## src/hw/rtl/cmfuv_pkg.sv

```systemverilog
`timescale 1ns / 1ps

package cmfuv_pkg;

	// dominant axis code as it leaves the block on major_axis
	typedef enum logic [1:0] {
		AXIS_X = 2'd0,
		AXIS_Y = 2'd1,
		AXIS_Z = 2'd2
	} axis_t;

endpackage

```

## src/hw/rtl/cmfuv_dir_if.sv

```systemverilog
`timescale 1ns / 1ps

interface cmfuv_dir_if #(
	parameter int DIR_BITS = 16
) ();
	logic                       valid;
	logic                       ready;
	logic signed [DIR_BITS-1:0] dir_x;
	logic signed [DIR_BITS-1:0] dir_y;
	logic signed [DIR_BITS-1:0] dir_z;

	modport source (
		output valid,
		output dir_x,
		output dir_y,
		output dir_z,
		input  ready
	);

	modport sink (
		input  valid,
		input  dir_x,
		input  dir_y,
		input  dir_z,
		output ready
	);
endinterface

```

## src/hw/rtl/cmfuv_face_if.sv

```systemverilog
`timescale 1ns / 1ps

interface cmfuv_face_if #(
	parameter int UV_BITS = 16
) ();
	logic               valid;
	logic               ready;
	logic [1:0]         major_axis;
	logic               major_positive;
	logic [UV_BITS-1:0] u_coord;
	logic [UV_BITS-1:0] v_coord;
	logic               zero_vector;

	modport source (
		output valid,
		output major_axis,
		output major_positive,
		output u_coord,
		output v_coord,
		output zero_vector,
		input  ready
	);

	modport sink (
		input  valid,
		input  major_axis,
		input  major_positive,
		input  u_coord,
		input  v_coord,
		input  zero_vector,
		output ready
	);
endinterface

```

## src/hw/rtl/cube_map_face_uv.sv

```systemverilog
// throughput: one beat per cycle while face.ready is high; the two restoring dividers retire one quotient bit per stage
// pipeline is UV_BITS+5 stages: magnitude, axis select, numerator, UV_BITS+1 divide, output
// stalls back up stage by stage; empty stages keep filling while a result waits
// reset (arst_n low, asynchronous) clears the stage valid bits only; no clearing pass
`timescale 1ns / 1ps

module cube_map_face_uv #(
	parameter int DIR_BITS = 16,
	parameter int UV_BITS  = 16
) (
	input  logic                clk,
	input  logic                arst_n,
	cmfuv_dir_if.sink           dir,
	cmfuv_face_if.source        face
);

	localparam int DSTG = UV_BITS + 1;              // quotient bits, one per divide stage
	localparam int NW   = DIR_BITS + UV_BITS + 2;   // dividend width
	localparam int RW   = DIR_BITS + 1;             // divisor and remainder width

	// stage 1: magnitudes
	logic                       valid_s1;
	logic signed [DIR_BITS-1:0] cx_s1, cy_s1, cz_s1;
	logic        [DIR_BITS-1:0] ax_s1, ay_s1, az_s1;
	logic                       adv_s1;

	// stage 2: axis select
	logic                       valid_s2;
	cmfuv_pkg::axis_t           axis_s2;
	logic                       pos_s2;
	logic                       zero_s2;
	logic                       plus_s2;
	logic        [DIR_BITS-1:0] m_s2;
	logic signed [DIR_BITS-1:0] mu_s2, mv_s2;
	logic                       adv_s2;

	// divider chain; entry 0 holds the numerator stage
	logic                   dvalid_sd [DSTG+1];
	cmfuv_pkg::axis_t       axis_sd   [DSTG+1];
	logic                   pos_sd    [DSTG+1];
	logic                   zero_sd   [DSTG+1];
	logic [RW-1:0]          d_sd      [DSTG+1];
	logic [RW-1:0]          rem_u_sd  [DSTG+1];
	logic [RW-1:0]          rem_v_sd  [DSTG+1];
	logic [UV_BITS:0]       nlo_u_sd  [DSTG+1];
	logic [UV_BITS:0]       nlo_v_sd  [DSTG+1];
	logic [UV_BITS:0]       q_u_sd    [DSTG+1];
	logic [UV_BITS:0]       q_v_sd    [DSTG+1];
	logic                   adv_sd    [DSTG+2];

	// output stage
	logic                   valid_so;
	cmfuv_pkg::axis_t       axis_so;
	logic                   pos_so;
	logic                   zero_so;
	logic [UV_BITS-1:0]     u_so, v_so;
	logic                   adv_so;

	// stall chain: a stage moves when it is empty or its successor moves
	assign adv_so              = !valid_so || face.ready;
	assign adv_sd[DSTG+1]      = adv_so;
	assign adv_s2              = !valid_s2 || adv_sd[0];
	assign adv_s1              = !valid_s1 || adv_s2;
	assign dir.ready           = adv_s1;

	// ---------------- stage 1 ----------------
	logic [DIR_BITS-1:0] abs_x, abs_y, abs_z;

	always_comb begin
		abs_x = dir.dir_x[DIR_BITS-1] ? DIR_BITS'(-dir.dir_x) : DIR_BITS'(dir.dir_x);
		abs_y = dir.dir_y[DIR_BITS-1] ? DIR_BITS'(-dir.dir_y) : DIR_BITS'(dir.dir_y);
		abs_z = dir.dir_z[DIR_BITS-1] ? DIR_BITS'(-dir.dir_z) : DIR_BITS'(dir.dir_z);
	end

	always_ff @(posedge clk or negedge arst_n) begin
		if (!arst_n) begin
			valid_s1 <= 1'b0;
		end else if (adv_s1) begin
			valid_s1 <= dir.valid;
		end
	end

	always_ff @(posedge clk) begin
		if (adv_s1) begin
			cx_s1 <= dir.dir_x;
			cy_s1 <= dir.dir_y;
			cz_s1 <= dir.dir_z;
			ax_s1 <= abs_x;
			ay_s1 <= abs_y;
			az_s1 <= abs_z;
		end
	end

	// ---------------- stage 2 ----------------
	cmfuv_pkg::axis_t           axis_c;
	logic        [DIR_BITS-1:0] m_c;
	logic signed [DIR_BITS-1:0] csel_c, mu_c, mv_c;
	logic                       zero_c, pos_c;

	always_comb begin
		// strict compares: ties go to x over y, and to x or y over z
		if (az_s1 > ax_s1 && az_s1 > ay_s1) begin
			axis_c = cmfuv_pkg::AXIS_Z;
		end else if (ay_s1 > ax_s1) begin
			axis_c = cmfuv_pkg::AXIS_Y;
		end else begin
			axis_c = cmfuv_pkg::AXIS_X;
		end
		case (axis_c)
			cmfuv_pkg::AXIS_Y: begin
				m_c    = ay_s1;
				csel_c = cy_s1;
				mu_c   = cx_s1;
				mv_c   = cz_s1;
			end
			cmfuv_pkg::AXIS_Z: begin
				m_c    = az_s1;
				csel_c = cz_s1;
				mu_c   = cx_s1;
				mv_c   = cy_s1;
			end
			default: begin
				m_c    = ax_s1;
				csel_c = cx_s1;
				mu_c   = cz_s1;
				mv_c   = cy_s1;
			end
		endcase
		zero_c = (ax_s1 == '0) && (ay_s1 == '0) && (az_s1 == '0);
		pos_c  = !csel_c[DIR_BITS-1] && (csel_c != '0);
	end

	always_ff @(posedge clk or negedge arst_n) begin
		if (!arst_n) begin
			valid_s2 <= 1'b0;
		end else if (adv_s2) begin
			valid_s2 <= valid_s1;
		end
	end

	always_ff @(posedge clk) begin
		if (adv_s2) begin
			axis_s2 <= zero_c ? cmfuv_pkg::AXIS_X : axis_c;
			pos_s2  <= pos_c;
			zero_s2 <= zero_c;
			plus_s2 <= (pos_c == (axis_c != cmfuv_pkg::AXIS_Z));
			m_s2    <= m_c;
			mu_s2   <= mu_c;
			mv_s2   <= mv_c;
		end
	end

	// ---------------- numerator stage ----------------
	// n = M +/- minor lies in [0, 2M]; dividend is n * 2^UV_BITS + M over 2M
	logic signed [DIR_BITS+1:0] mag_w, mu_w, mv_w, nu_w, nv_w;
	logic        [NW-1:0]       num_u, num_v;

	always_comb begin
		mag_w = $signed({2'b00, m_s2});
		mu_w  = {{2{mu_s2[DIR_BITS-1]}}, mu_s2};
		mv_w  = {{2{mv_s2[DIR_BITS-1]}}, mv_s2};
		nu_w  = plus_s2 ? (mag_w + mu_w) : (mag_w - mu_w);
		nv_w  = mag_w - mv_w;
		num_u = {1'b0, nu_w[DIR_BITS:0], {UV_BITS{1'b0}}} + {{(UV_BITS+2){1'b0}}, m_s2};
		num_v = {1'b0, nv_w[DIR_BITS:0], {UV_BITS{1'b0}}} + {{(UV_BITS+2){1'b0}}, m_s2};
	end

	assign adv_sd[0] = !dvalid_sd[0] || adv_sd[1];

	always_ff @(posedge clk or negedge arst_n) begin
		if (!arst_n) begin
			dvalid_sd[0] <= 1'b0;
		end else if (adv_sd[0]) begin
			dvalid_sd[0] <= valid_s2;
		end
	end

	always_ff @(posedge clk) begin
		if (adv_sd[0]) begin
			axis_sd[0]  <= axis_s2;
			pos_sd[0]   <= pos_s2;
			zero_sd[0]  <= zero_s2;
			d_sd[0]     <= {m_s2, 1'b0};
			// quotient fits in UV_BITS+1 bits, so the high part starts below 2M
			rem_u_sd[0] <= num_u[NW-1:UV_BITS+1];
			rem_v_sd[0] <= num_v[NW-1:UV_BITS+1];
			nlo_u_sd[0] <= num_u[UV_BITS:0];
			nlo_v_sd[0] <= num_v[UV_BITS:0];
			q_u_sd[0]   <= '0;
			q_v_sd[0]   <= '0;
		end
	end

	// ---------------- restoring divide, one quotient bit per stage ----------------
	for (genvar j = 1; j <= DSTG; j++) begin : g_div
		localparam int B = UV_BITS - (j - 1);

		logic [RW:0] tu, tv;
		logic        geu, gev;

		assign tu  = {rem_u_sd[j-1], nlo_u_sd[j-1][B]};
		assign tv  = {rem_v_sd[j-1], nlo_v_sd[j-1][B]};
		assign geu = tu >= {1'b0, d_sd[j-1]};
		assign gev = tv >= {1'b0, d_sd[j-1]};

		assign adv_sd[j] = !dvalid_sd[j] || adv_sd[j+1];

		always_ff @(posedge clk or negedge arst_n) begin
			if (!arst_n) begin
				dvalid_sd[j] <= 1'b0;
			end else if (adv_sd[j]) begin
				dvalid_sd[j] <= dvalid_sd[j-1];
			end
		end

		always_ff @(posedge clk) begin
			if (adv_sd[j]) begin
				axis_sd[j]  <= axis_sd[j-1];
				pos_sd[j]   <= pos_sd[j-1];
				zero_sd[j]  <= zero_sd[j-1];
				d_sd[j]     <= d_sd[j-1];
				nlo_u_sd[j] <= nlo_u_sd[j-1];
				nlo_v_sd[j] <= nlo_v_sd[j-1];
				rem_u_sd[j] <= geu ? RW'(tu - {1'b0, d_sd[j-1]}) : tu[RW-1:0];
				rem_v_sd[j] <= gev ? RW'(tv - {1'b0, d_sd[j-1]}) : tv[RW-1:0];
				q_u_sd[j]   <= {q_u_sd[j-1][UV_BITS-1:0], geu};
				q_v_sd[j]   <= {q_v_sd[j-1][UV_BITS-1:0], gev};
			end
		end
	end

	// ---------------- output stage ----------------
	localparam logic [UV_BITS-1:0] CENTRE = {1'b1, {(UV_BITS-1){1'b0}}};

	logic [UV_BITS-1:0] u_sat, v_sat;

	always_comb begin
		// only an exact 1.0 reaches the top quotient bit
		u_sat = q_u_sd[DSTG][UV_BITS] ? {UV_BITS{1'b1}} : q_u_sd[DSTG][UV_BITS-1:0];
		v_sat = q_v_sd[DSTG][UV_BITS] ? {UV_BITS{1'b1}} : q_v_sd[DSTG][UV_BITS-1:0];
	end

	always_ff @(posedge clk or negedge arst_n) begin
		if (!arst_n) begin
			valid_so <= 1'b0;
		end else if (adv_so) begin
			valid_so <= dvalid_sd[DSTG];
		end
	end

	always_ff @(posedge clk) begin
		if (adv_so) begin
			axis_so <= axis_sd[DSTG];
			pos_so  <= pos_sd[DSTG];
			zero_so <= zero_sd[DSTG];
			u_so    <= zero_sd[DSTG] ? CENTRE : u_sat;
			v_so    <= zero_sd[DSTG] ? CENTRE : v_sat;
		end
	end

	assign face.valid          = valid_so;
	assign face.major_axis     = axis_so;
	assign face.major_positive = pos_so;
	assign face.u_coord        = u_so;
	assign face.v_coord        = v_so;
	assign face.zero_vector    = zero_so;

	// ---------------- assertions ----------------
	a_accept_lands: assert property (@(posedge clk) disable iff (!arst_n)
		dir.valid && dir.ready |=> valid_s1)
		else $error("accepted beat did not reach stage 1");

	a_num_stall_holds: assert property (@(posedge clk) disable iff (!arst_n)
		dvalid_sd[0] && !adv_sd[0] |=> dvalid_sd[0] && $stable(rem_u_sd[0]) &&
			$stable(rem_v_sd[0]))
		else $error("stalled numerator stage changed");

	a_rem_bound: assert property (@(posedge clk) disable iff (!arst_n)
		dvalid_sd[DSTG] && !zero_sd[DSTG] |->
			rem_u_sd[DSTG] < d_sd[DSTG] && rem_v_sd[DSTG] < d_sd[DSTG])
		else $error("divider remainder not below divisor");

	a_zero_centre: assert property (@(posedge clk) disable iff (!arst_n)
		face.valid && face.zero_vector |->
			face.u_coord == CENTRE && face.v_coord == CENTRE && !face.major_positive)
		else $error("zero vector beat not at face centre");

	a_zero_axis: assert property (@(posedge clk) disable iff (!arst_n)
		valid_s2 && zero_s2 |-> axis_s2 == cmfuv_pkg::AXIS_X && !pos_s2)
		else $error("zero vector selected a non-x axis");

endmodule
```

## src/flat_wrapper.sv

```systemverilog
// flat-port wrapper written by rule: the top's interface ports become plain ports
module cube_map_face_uv_flat 
#(
	parameter int DIR_BITS = 16,
	parameter int UV_BITS  = 16
)
  (clk, arst_n, dir_valid, dir_dir_x, dir_dir_y, dir_dir_z, dir_ready, face_valid, face_major_axis, face_major_positive, face_u_coord, face_v_coord, face_zero_vector, face_ready);
  cmfuv_dir_if #(.DIR_BITS(DIR_BITS)) dir_i ();
  cmfuv_face_if #(.UV_BITS(UV_BITS)) face_i ();
  input  logic clk;
  input  logic arst_n;
  input wire logic [$bits(dir_i.valid)-1:0] dir_valid;
  input wire logic [$bits(dir_i.dir_x)-1:0] dir_dir_x;
  input wire logic [$bits(dir_i.dir_y)-1:0] dir_dir_y;
  input wire logic [$bits(dir_i.dir_z)-1:0] dir_dir_z;
  output wire logic [$bits(dir_i.ready)-1:0] dir_ready;
  output wire logic [$bits(face_i.valid)-1:0] face_valid;
  output wire logic [$bits(face_i.major_axis)-1:0] face_major_axis;
  output wire logic [$bits(face_i.major_positive)-1:0] face_major_positive;
  output wire logic [$bits(face_i.u_coord)-1:0] face_u_coord;
  output wire logic [$bits(face_i.v_coord)-1:0] face_v_coord;
  output wire logic [$bits(face_i.zero_vector)-1:0] face_zero_vector;
  input wire logic [$bits(face_i.ready)-1:0] face_ready;
  assign dir_i.valid = dir_valid;
  assign dir_i.dir_x = dir_dir_x;
  assign dir_i.dir_y = dir_dir_y;
  assign dir_i.dir_z = dir_dir_z;
  assign dir_ready = dir_i.ready;
  assign face_valid = face_i.valid;
  assign face_major_axis = face_i.major_axis;
  assign face_major_positive = face_i.major_positive;
  assign face_u_coord = face_i.u_coord;
  assign face_v_coord = face_i.v_coord;
  assign face_zero_vector = face_i.zero_vector;
  assign face_i.ready = face_ready;
  cube_map_face_uv #(.DIR_BITS(DIR_BITS), .UV_BITS(UV_BITS)) u_core (.clk(clk), .arst_n(arst_n), .dir(dir_i), .face(face_i));
endmodule
```

## config.mk

```make
export PLATFORM = sky130hd
export DESIGN_NAME = cube_map_face_uv_flat
export DESIGN_NICKNAME = d
export VERILOG_FILES = /design/src/hw/rtl/cmfuv_pkg.sv /design/src/hw/rtl/cmfuv_dir_if.sv /design/src/hw/rtl/cmfuv_face_if.sv /design/src/hw/rtl/cube_map_face_uv.sv /design/src/flat_wrapper.sv
export SDC_FILE = /design/constraint.sdc
export NUM_CORES = 2
export LEC_CHECK = 0
export ABC_AREA = 1
export BUFFER_PORTS_ARGS = -buffer_cell sky130_fd_sc_hd__clkbuf_2
export CELL_PAD_IN_SITES_DETAIL_PLACEMENT = 2
export CELL_PAD_IN_SITES_GLOBAL_PLACEMENT = 2
export CORE_MARGIN = 3
export CORE_UTILIZATION = 43
export CTS_BUF_LIST = sky130_fd_sc_hd__clkbuf_4 sky130_fd_sc_hd__clkbuf_8 sky130_fd_sc_hd__clkbuf_16
export DETAILED_ROUTE_END_ITERATION = 16
export HOLD_SLACK_MARGIN = 0.15
export PLACE_DENSITY = 0.83
export RECOVER_POWER = 25
export SYNTH_ARGS = -nofsm -noshare
export SYNTH_HDL_FRONTEND = slang
export SYNTH_SLANG_ARGS = --single-unit
```

## constraint.sdc

```tcl
create_clock -name clk -period 8.4 [get_ports clk]
set_input_delay 0 -clock clk [delete_from_list [all_inputs] [get_ports clk]]
set_output_delay 0 -clock clk [all_outputs]
set_load 0.01 [all_outputs]
```

---- Word level (Yosys, flattened, before mapping) ----
Memories as Yosys holds them, arrays and structs flattened. A register that Yosys moved wholly into a read port is not among the register bits.
Index checks and enable logic that the tools add are counted.
word-level totals
  memories kept ........................... 10
  input port bits ......................... 52
  register bits ........................... 203
  RAM bits ................................ 2214
  word-level logic and storage cells ...... 271
cells by class
  add/sub/neg operators ................... 42
  mux-type cells .......................... 82
  magnitude comparators ................... 37
  reductions and logical operators ........ 54
  eq/ne operators ......................... 4
memory list
  memory           depth  width  rd ports  clocked after memory_dff  write ports  line                    RTL
  u_core.d_sd      18     17     17        0                         18           cube_map_face_uv.sv:42  logic [RW-1:0] d_sd [DSTG+1];
  u_core.nlo_u_sd  18     17     17        0                         18           cube_map_face_uv.sv:45  logic [UV_BITS:0] nlo_u_sd [DSTG+1];
  u_core.nlo_v_sd  18     17     17        0                         18           cube_map_face_uv.sv:46  logic [UV_BITS:0] nlo_v_sd [DSTG+1];
  u_core.q_u_sd    18     17     18        0                         18           cube_map_face_uv.sv:47  logic [UV_BITS:0] q_u_sd [DSTG+1];
  u_core.q_v_sd    18     17     18        0                         18           cube_map_face_uv.sv:48  logic [UV_BITS:0] q_v_sd [DSTG+1];
  u_core.rem_u_sd  18     17     17        0                         18           cube_map_face_uv.sv:43  logic [RW-1:0] rem_u_sd [DSTG+1];
  4 more memories  -      -      -         -                         -            -
operator list
  kind                  count
  $ge A18 B17 Y1        34
  $mux W17              35
  $sub A17 B17 Y17      34
  $mux W15              5
  $add A33 B16 Y34      2
  $pmux W16 S2          2
  $gt A16 B16 Y1        3
  $logic_not A16 Y1     3
  $neg A16 Y16          3
  $mux W1               37
  $sub A17 B16 Y17      2
  $mux W16              2
  $logic_not A1 Y1      22
  $logic_or A1 B1 Y1    21
  $add A17 B16 Y17      1
  $reduce_bool A16 Y1   1
  $reduce_or A2 Y1      3
  $logic_and A1 B1 Y1   4
  $eq A2 B1 Y1 const B  1
  $eq A2 B2 Y1 const B  1
  $mux W2               1
  $ne A2 B2 Y1 const B  1
  $eq A1 B1 Y1          1

---- Depth between registers and ports, before layout ----
  depth in word-level cells ............... 22
  gate-level depth with buffers ........... 20
  gate-level depth less buffers ........... 19

---- Worst setup path before layout ----
Ideal clock, no wire load.
  path type ............................... reg-to-reg
  from .................................... reg u_core.valid_so, in the netlist u_core.face.valid
  to ...................................... reg u_core.ax_s1[0] (enable)
  setup time .............................. 790 ps
  buffers on the path ..................... 0
  cell stages (with the launch flop) ...... 12
  data arrival time ....................... 7048 ps
  period minus slack after synthesis ...... 7838 ps
  slack ................................... 562 ps
  cell sequence ........................... dfrtp_1 -> nand3_2 -> nor2_4 -> nand4_4 -> nor2_4 -> nand4_4 -> nor2_4 -> nand4_4 -> nor2_4 -> nand4_4 -> nor2_4 -> nand3_2
RTL lines
  item                    line                     RTL
  start, declared         cube_map_face_uv.sv:52   logic valid_so;
  start signal, assigned  cube_map_face_uv.sv:247  valid_so <= dvalid_sd[DSTG];
  end signal, assigned    cube_map_face_uv.sv:88   ax_s1 <= abs_x;
  end, declared           cube_map_face_uv.sv:24   logic [DIR_BITS-1:0] ax_s1, ay_s1, az_s1;

==> results.ini <==
[clock_network]
clock_latency_ps = 830
clk_pin_slew_ps = 60
post_cts_buffers = 0
cts-buffers-inserted = 159
cts_tree = done
htreeDepth = 4
cts-root-buf = clkbuf_16
cts-resized-gates = 0
clk_path_buf_depth = 3
clock_sinks = 1401

[drt]
drc = 0
vias = 60810
drt_wl_total_um = 297700
first_pass_iters = 5
wl_per_cell_um = 29.04
drt_iter0_drc = 4580
avgViaCountPerCell = 5.931
ant_nets = 0

[worst_setup_path]
cp-start-kind = primary input
cp_num_buf_inv = 5
cp_slowest_cell = nand4_4
critPathMaxFanout = 58
crit_path_end_kind = output pin
crit_chain = dlygate4sd3_1 > clkbuf_2 > dlygate4sd3_1 > inv_1 > nand3_2 > nor2_4 > nand4_4 > nor2_4 > nand4_4 > nor2_4 > nand4_4 > nor2_4 > nand4_4 > nor2_4 > nand3_4 > clkbuf_2
worstSetupPathType = primary input to output pin
slowest_delay_ps = 860
required_ps = 8400
cp.arrival_ps = 6350
cpMostUsedCell = nor2_4
critical-path-top-delay-family = simple AND/OR/NAND/NOR gates

[min_path]
hp-class = primary input to register

[global_routing]
grt.overflow.total = 0
grt_use_total_pct = 31.90
grt_pass1_wl_um = 446200
grt_pass1_vias = 68380
antenna_found_initial = 9
grt_max_degree = 83

[timing]
setup_tns_ps = 0
period_share_pct = 75.56
worstMarginPinSlew_ps = 2133
fmaxAchievable_mhz = 157.6
finalCriticalPeriod_ps = 6347
skew_ps = 36.09
fin_hold_ws_ps = 242.1
setup_viol_count_final = 0
hold_viol = 0
relSlewSlack_pct = -42.18
slew_violations = 59
rsz0062_at_grt = false

[flow_run]
cap_violations = 2

[floorplan]
fp.coreArea_um2 = 177300
row_count = 154
die_area_um2 = 184700
initial_core_util_pct = 43.55
die_w_um = 429.7
pin_count = 90
die_y_um = 429.7

[yosys]
synth.top_cell.area_share_pct = 53.67
avgSynthCellArea_um2 = 10.30
syn_inst = 7494
async_flop_share_pct = 1.499
ys.flop_type = edfxtp_1
synth.largest_area_cell = edfxtp_1
ys_warn_count = 0
synthDistinctLibCells = 45
synthesis.nets = 8192
synth-seq-cells = 1401
synth_area_leaders = edfxtp_1 54%, ha_1 9.9%, nand2_1 7.2%
synth_edf_count = 1380
synth-seq-area-share_pct = 54.35
syn_area_um2 = 77210

[placement]
hpwl_um = 221000
globalplace.congestion = 0.9093
io_buffers = 89

[outcome]
failed_checks = max-capacitance violations, max-slew violations
status = complete, but fails checks

[finish]
fillers = 18330
area_growth_syn_to_layout_pct = 12.19
finalNetCount = 8483
drive_gt1_share_pct = 5.033

## final cells by class
| cell class | instances | area [µm²] | share of cell area, % |
|---|---|---|---|
| sequential | 1401 | 41970 | 48.45 |
| multi-input combinational | 5114 | 31500 | 36.36 |
| clock buffer | 200 | 4347 | 5.018 |
| inverter | 894 | 3358 | 3.877 |
| tap | 2340 | 2928 | 3.380 |
| timing repair buffer | 215 | 1593 | 1.839 |
| clock inverter | 84 | 925.9 | 1.069 |
| antenna | 4 | 10.01 | 0.01156 |
## path summary, 6_finish.rpt
kind / cells after the start / to / from / slack (ps)
worst min register to register: 0 / u_core.q_u_sd[6][5] / u_core.q_u_sd[5][4] / 420
max in group asynchronous: 4 / u_core.dvalid_sd[11] / arst_n / 6140
worst max-delay path: 16 / dir_ready / face_ready / 2050
min in group asynchronous: 4 / u_core.dvalid_sd[2] / arst_n / 1010
worst min-delay path: 4 / u_core.ay_s1[5] / dir_dir_y[5] / 240
worst max register to register: 12 / u_core.cz_s1[6] / u_core.face.valid / 2180
## cell families after synthesis
logic type / count (synthesis) / share of synthesized area [%]
DFF: 1401 / 54.35
adders and majority gates: 646 / 10.80
xor gates and xnor gates: 499 / 5.661
and+or+nand+nor: 2310 / 12.53
buffers and inverters: 979 / 4.894
AOI/OAI and AO/OA: 1659 / 11.76
## layer usage
metal  up-vias  share of wire [%]  track usage [%]
li1      26930                  -                -
met4        12                5.6            16.03
met1     31230                 38            36.31
met5         -              0.026                0
met2      1832                 52            58.28
met3       803                4.5            4.409
## placed cells by master (no fill, tap or decap), types with 161 or more instances in the layout
cell / count
clkbuf_16: 161
o21ai_0: 758
inv_1: 855
xnor2_1: 239
nor2_1: 388
a21oi_1: 587
ha_1: 612
xor2_1: 260
nand2_1: 1466
edfxtp_1: 1380
## tightest hold or removal path, cell delays in order
cell and delay (ps):
dlygate4sd3_1 530, clkbuf_1 170, inv_1 110, xor2_1 70
## state kept, by name, summed over array words and instances (netlist names), 16 cells and up
register             count
u_core.face.u_coord     16
u_core.nlo_v_sd         78
u_core.axis_sd          36
u_core.ay_s1            16
u_core.rem_v_sd        278
u_core.ax_s1            16
u_core.mu_s2            16
u_core.dvalid_sd        18
u_core.nlo_u_sd        189
u_core.pos_sd           18
u_core.rem_u_sd        275
u_core.q_v_sd          153
u_core.az_s1            16
u_core.mv_s2            16
u_core.m_s2             16
u_core.zero_sd          18
u_core.face.v_coord     16
u_core.q_u_sd          153
## per-stage QoR
step | instances | util, % | instance area (µm²) | setup WS (ps)
global route | 10250 | 48.86 | 86610 | 1536
CTS | 10250 | 48.90 | 86690 | 1939
global placement | 9857 | 45.32 | 80330 | 2771
floorplan | 7494 | - | 77210 | 561.9
detailed placement | 9857 | 45.32 | 80330 | 2158
finish | 10250 | 48.86 | 86620 | 2053
## cell usage after synthesis (18+ instances only)
master	instances
xnor2_1	239
nor2_1	388
nand3_1	143
fa_1	34
buf_2	44
o211ai_1	33
nand3_2	18
o31ai_1	66
edfxtp_1	1380
a21o_1	30
a221oi_1	32
xor2_1	260
nand2_1	1471
dfrtp_1	21
a21oi_1	587
nor4_1	55
ha_1	612
o21bai_1	26
nor3_1	93
a31oi_1	50
o21a_1	25
o21ai_0	758
inv_1	864
nand4_1	91
## timing repair
action	in CTS	in global routing
endpoints found under the hold margin	152	0
endpoints found under the setup margin	0	0
hold buffers	107	0
Power is left out: the tool's default activity adds up to more than one toggle a clock period on the data nets, which glitch-free logic cannot reach.
